--- src/rtl/prlc_pkg.sv ---
// Shared types and constants for the rate-limited PID controller.
// Used by prlc_mul, prlc_div and pid_rate_limited_controller_core.
package prlc_pkg;

  localparam int DATA_W        = 32;
  localparam int OP_W          = 33;
  localparam int PROD_W        = 2 * OP_W;
  localparam int DT_W          = 24;
  localparam int SLEW_W        = 31;
  localparam int CFG_IDX_W     = 3;
  localparam int DIV_W         = 56;
  localparam int DIV_STEP_BITS = 4;
  localparam int DIV_CYCLES    = DIV_W / DIV_STEP_BITS;
  localparam int DIV_CNT_W     = $clog2(DIV_CYCLES);

  localparam logic [DT_W-1:0] US_PER_S = DT_W'(1000000);

  typedef enum logic [CFG_IDX_W-1:0] {
    REG_GAIN_PROP,
    REG_GAIN_INTEG,
    REG_GAIN_DERIV,
    REG_LIMIT_HIGH,
    REG_LIMIT_LOW,
    REG_SLEW_LIMIT
  } cfg_reg_t;

  typedef enum logic [1:0] {
    DIV_IDLE,
    DIV_RUN,
    DIV_FIX
  } div_state_t;

  typedef enum logic [3:0] {
    ST_IDLE,
    ST_MUL_P,
    ST_MUL_I,
    ST_MUL_D,
    ST_MUL_M,
    ST_DIV_I,
    ST_WAIT_I,
    ST_INTEG,
    ST_DIV_D,
    ST_WAIT_D,
    ST_SUM,
    ST_DIV_S,
    ST_WAIT_S,
    ST_SLEW,
    ST_FIN
  } pid_state_t;

  typedef struct packed {
    logic            start;
    logic [DT_W-1:0] divisor;
  } div_req_t;

  typedef struct packed {
    logic             done;
    logic [DIV_W-1:0] quot;
  } div_rsp_t;

endpackage

--- src/rtl/prlc_mul.sv ---
// Shared signed multiplier with a registered product.
// Depends on prlc_pkg.
module prlc_mul
  import prlc_pkg::*;
(
  input  logic                     clk,
  input  logic                     en,
  input  logic signed [OP_W-1:0]   a,
  input  logic signed [OP_W-1:0]   b,
  output logic signed [PROD_W-1:0] prod
);

  always_ff @(posedge clk) begin
    if (en) begin
      prod <= PROD_W'(a) * PROD_W'(b);
    end
  end

endmodule

--- config.mk ---
export PLATFORM = sky130hd
export DESIGN_NAME = prlc_mul
export DESIGN_NICKNAME = d
export VERILOG_FILES = /design/src/rtl/prlc_pkg.sv /design/src/rtl/prlc_mul.sv
export SDC_FILE = /design/constraint.sdc
export NUM_CORES = 2
export LEC_CHECK = 0
export BUFFER_PORTS_ARGS = -buffer_cell sky130_fd_sc_hd__buf_4
export CAP_MARGIN = 20
export CELL_PAD_IN_SITES_DETAIL_PLACEMENT = 1
export CELL_PAD_IN_SITES_GLOBAL_PLACEMENT = 1
export CORE_MARGIN = 1
export CORE_UTILIZATION = 48
export CTS_BUF_LIST = sky130_fd_sc_hd__clkbuf_4
export DETAILED_ROUTE_END_ITERATION = 8
export PLACE_DENSITY = 0.88
export SYNTH_ARGS = -nofsm -noshare
export SYNTH_HDL_FRONTEND = slang
export SYNTH_SLANG_ARGS = --single-unit
export TNS_END_PERCENT = 100
--- constraint.sdc ---
create_clock -name clk -period 8.54 [get_ports clk]
set_input_delay 0.854 -clock clk [delete_from_list [all_inputs] [get_ports clk]]
set_output_delay 0.854 -clock clk [all_outputs]
set_load 0.05 [all_outputs]
Word level (Yosys, flattened, before mapping)
Index checks and enable logic that the tools add are counted.
- bits of input ports: 68
- output and inout bits: 66
- register bits after elaboration: 66
- logic and storage cells: 2
- multipliers: 1
- operators by type and width (kind ; number):
    multiplier 33 x 33 -> 66 bit ; 1

Depth between registers and ports, before layout
- depth after elaboration: 1
- depth in mapped cells: 27

Worst setup path before layout
No wires, ideal clock.
- path type: input to register
- start: input a[32]
- end: register prod[62], data pin
- required time: 8.271 ns
- setup slack: 0.321 ns
- stages: 23
- arrival: 7.950 ns
- path through: clkbuf_1 nand2_1 inv_1 fa_1 fa_1 fa_1 fa_1 fa_1 fa_1 fa_1 inv_1 fa_1 inv_1 ha_1 clkbuf_1 and3_1 nand3_1 nand2b_1 a2111oi_4 a211oi_4 a21o_2 a211oi_2 a211oi_2
- cells in the longest elaborated chain, start to end: 1
- ends and longest elaborated chain (item ; line ; source):
    start: declaration ; prlc_mul.sv:8 ; input logic signed [OP_W-1:0] a,
    multiplier 33 x 33 -> 66 bit ; prlc_mul.sv:15 ; prod <= PROD_W'(a) * PROD_W'(b);
    end signal: assignment ; prlc_mul.sv:15 ;
    end: declaration ; prlc_mul.sv:10 ; output logic signed [PROD_W-1:0] prod
No other way between the ends.
A chain may end at the register's enable or synchronous reset.

Worst setup path in the final report
- start: input b[10]
- end: register prod[53], data pin
- cells in the longest elaborated chain, start to end: 1
- ends and longest elaborated chain (item ; line ; source):
    start: declaration ; prlc_mul.sv:9 ; input logic signed [OP_W-1:0] b,
    multiplier 33 x 33 -> 66 bit ; prlc_mul.sv:15 ;
No other way between the ends.

==> flow_summary.ini <==
[cts]
clockBufferDepth = 2
cts.sinks = 66
root_buffer = clkbuf_4
numCtsBuffers = 9
h-tree-depth = 3
post_cts_buffers = 0
cts_tree = built
clk_pin_slew_ns = 0.14

[synth]
synth.distinct_cells = 80
synth_area_leaders = fa_1 (55%), inv_1 (10%), and2_1 (8.5%), ha_1 (6.6%), nand2_1 (5.0%)
synth-seq-cells = 66
synth_top_cell_by_area = fa_1
yosys.area.top_type_share_pct = 55.4
synth.cell_area_um2 = 41400
async_flop_share_pct = 0
synthFlopType = edfxtp_1
avgSynthCellArea_um2 = 9.54
synth_edf_count = 66
seq_area_frac_synth_pct = 4.79
ys.warnings.count = 0
syn_nets = 5768
netlist_instances = 4338

[setup_path]
crit_family = adder cells
crit_fanout = 33
cp-start-kind = input pin
path_class = in -> reg
crit_arrival_ns = 8.50
critPathCaptureType = register
worstPathCellList = buf_4 > nand2_1 > fa_1 > fa_1 > fa_1 > fa_1 > fa_1 > fa_1 > fa_1 > fa_1 > inv_1 > ha_1 > a21o_1 > a21o_1 > a21oi_1 > a311o_1 > o31ai_1 > a2111o_1 > a21oi_1 > xnor2_1
slowest_delay_ns = 0.99
path_buf_inv = 2
critPathRequiredTime_ns = 8.76
cp_slowest_cell = fa_1
crit_top_cell = fa_1

[hold_path]
hold_path.class = in -> reg
hold-path-cell-count = 1
worstHoldStart = en
min_to = prod[55]

[global_route]
grt_max_degree = 61
grt_pass1_wl_um = 216000
grt_pass1_vias = 38100
antenna_found_initial = 7
grt_util_all_layers_pct = 33.4
overflow = 0

[final_layout]
reg.largest.list = prod (66)
largest_register = prod
fillCellCount = 9700
multiInputGateArea_um2 = 34300
ff_latch_area_um2 = 1980
syn2layout_area_growth_pct = 5.14
final_layout_size_suffix_gt1_share_pct = 5.56
largest_register_ffs = 66
final_common_cell = fa_1
final_nets = 5746
layout_common_cells = fa_1 (1145), inv_1 (1130), and2_1 (562), nand2_1 (551), ha_1 (217)

[die]
dieHeight_um = 296
core_um2 = 85300
rows = 107
start_util_pct = 48.5
chipWidth_um = 296
die_area_um2 = 87400
floorplan.io_pins = 134

[drt]
wl_per_cell_um = 25.4
first_pass_iters = 7
vias_per_cell = 5.67
drc = 0
drt_iter0_markers = 1892
ant_nets = 0
vias = 31000
wl_um = 139000

[sta]
finalHoldViolations = 0
fmax_mhz = 121
min_period_ns = 8.28
tightest_slew_ns = 0.871
fin_crit_sh_pct = 96.9
fin_setup_tns_ns = 0
setup_viol = 0
slew_viol_final = 0
rsz0062_at_grt = no
relSlewSlack_pct = 42.0

[placement]
place_hpwl_um = 115000
portBuffers = 133
place.gp.congestion = 0.910

[flow_run]
cap_violations = 0

[status]
status = completed
per-layer routing:
| metal | wire (um) | GRT usage, % | vias up |
|---|---|---|---|
| li1 | - | - | 12300 |
| met4 | 14300 | 29.9 | 2 |
| met1 | 43600 | 33.9 | 16400 |
| met3 | 8390 | 5.62 | 744 |
| met2 | 72800 | 59.1 | 1542 |
| met5 | 13 | 0 | - |
how the worst max path moves through the flow:
stage,startpoint,end,cells after the start,slack [ns]
2_1_floorplan,a[32],prod[62],23,0.32
3_3_place_gp,b[0],prod[46],26,0.16
3_5_place_dp,b[0],prod[46],26,0.004
4_1_cts,b[0],prod[46],26,0.52
5_1_grt,b[10],prod[59],21,0.03
6_report,b[10],prod[53],20,0.26
timing repair:
item                                    in CTS  in global routing
endpoints found under the setup margin       0                  1
hold buffers                                 0                  0
gates resized for setup                      0                  1
kinds of logic (layout without fill, tap and decap cells):
group	count (synthesis)	after routing	synth area share, %
adders and majority gates	1362	1362	61.9
other	0	6	0
and+or+nand+nor	1271	1271	15.5
DFF	66	66	4.79
AOI/OAI and AO/OA	219	219	4.00
xor gates and xnor gates	68	68	1.44
buffers and inverters	1352	1334	12.3
synth_stat cells, drive strengths merged, types with 25 or more instances:
cell type,count
ha,217
xnor2,43
clkbuf,208
nand2,551
a21o,38
nand3,26
xor2,25
nor2,68
and2,563
fa,1145
o21ai,33
a21oi,61
edfxtp,66
inv,1131
metrics by stage:
step / utilization [%] / hold slack [ns] / area, um2 / setup slack [ns] / std cells
2_1_floorplan: - / 0.966 / 41400 / 0.321 / 4338
3_3_place_gp: 50.9 / 1.15 / 43400 / 0.162 / 5448
3_5_place_dp: 50.9 / 1.15 / 43400 / 0.00415 / 5448
4_1_cts: 51.0 / 0.603 / 43500 / 0.518 / 5463
5_1_grt: 51.0 / 0.602 / 43500 / 0.0258 / 5468
6_report: 51.0 / 0.658 / 43500 / 0.263 / 5470
final cells by class:
| type | instances | area share (%) |
|---|---|---|
| multi-input combinational | 2920 | 78.8 |
| tap | 1144 | 3.29 |
| clock buffer | 9 | 0.155 |
| sequential | 66 | 4.55 |
| antenna | 6 | 0.0345 |
| clock inverter | 6 | 0.101 |
| timing repair buffer | 188 | 3.26 |
| inverter | 1131 | 9.76 |
Power is not shown: default switching activity piles up to over one toggle a cycle in this logic, so the estimate is an artifact.
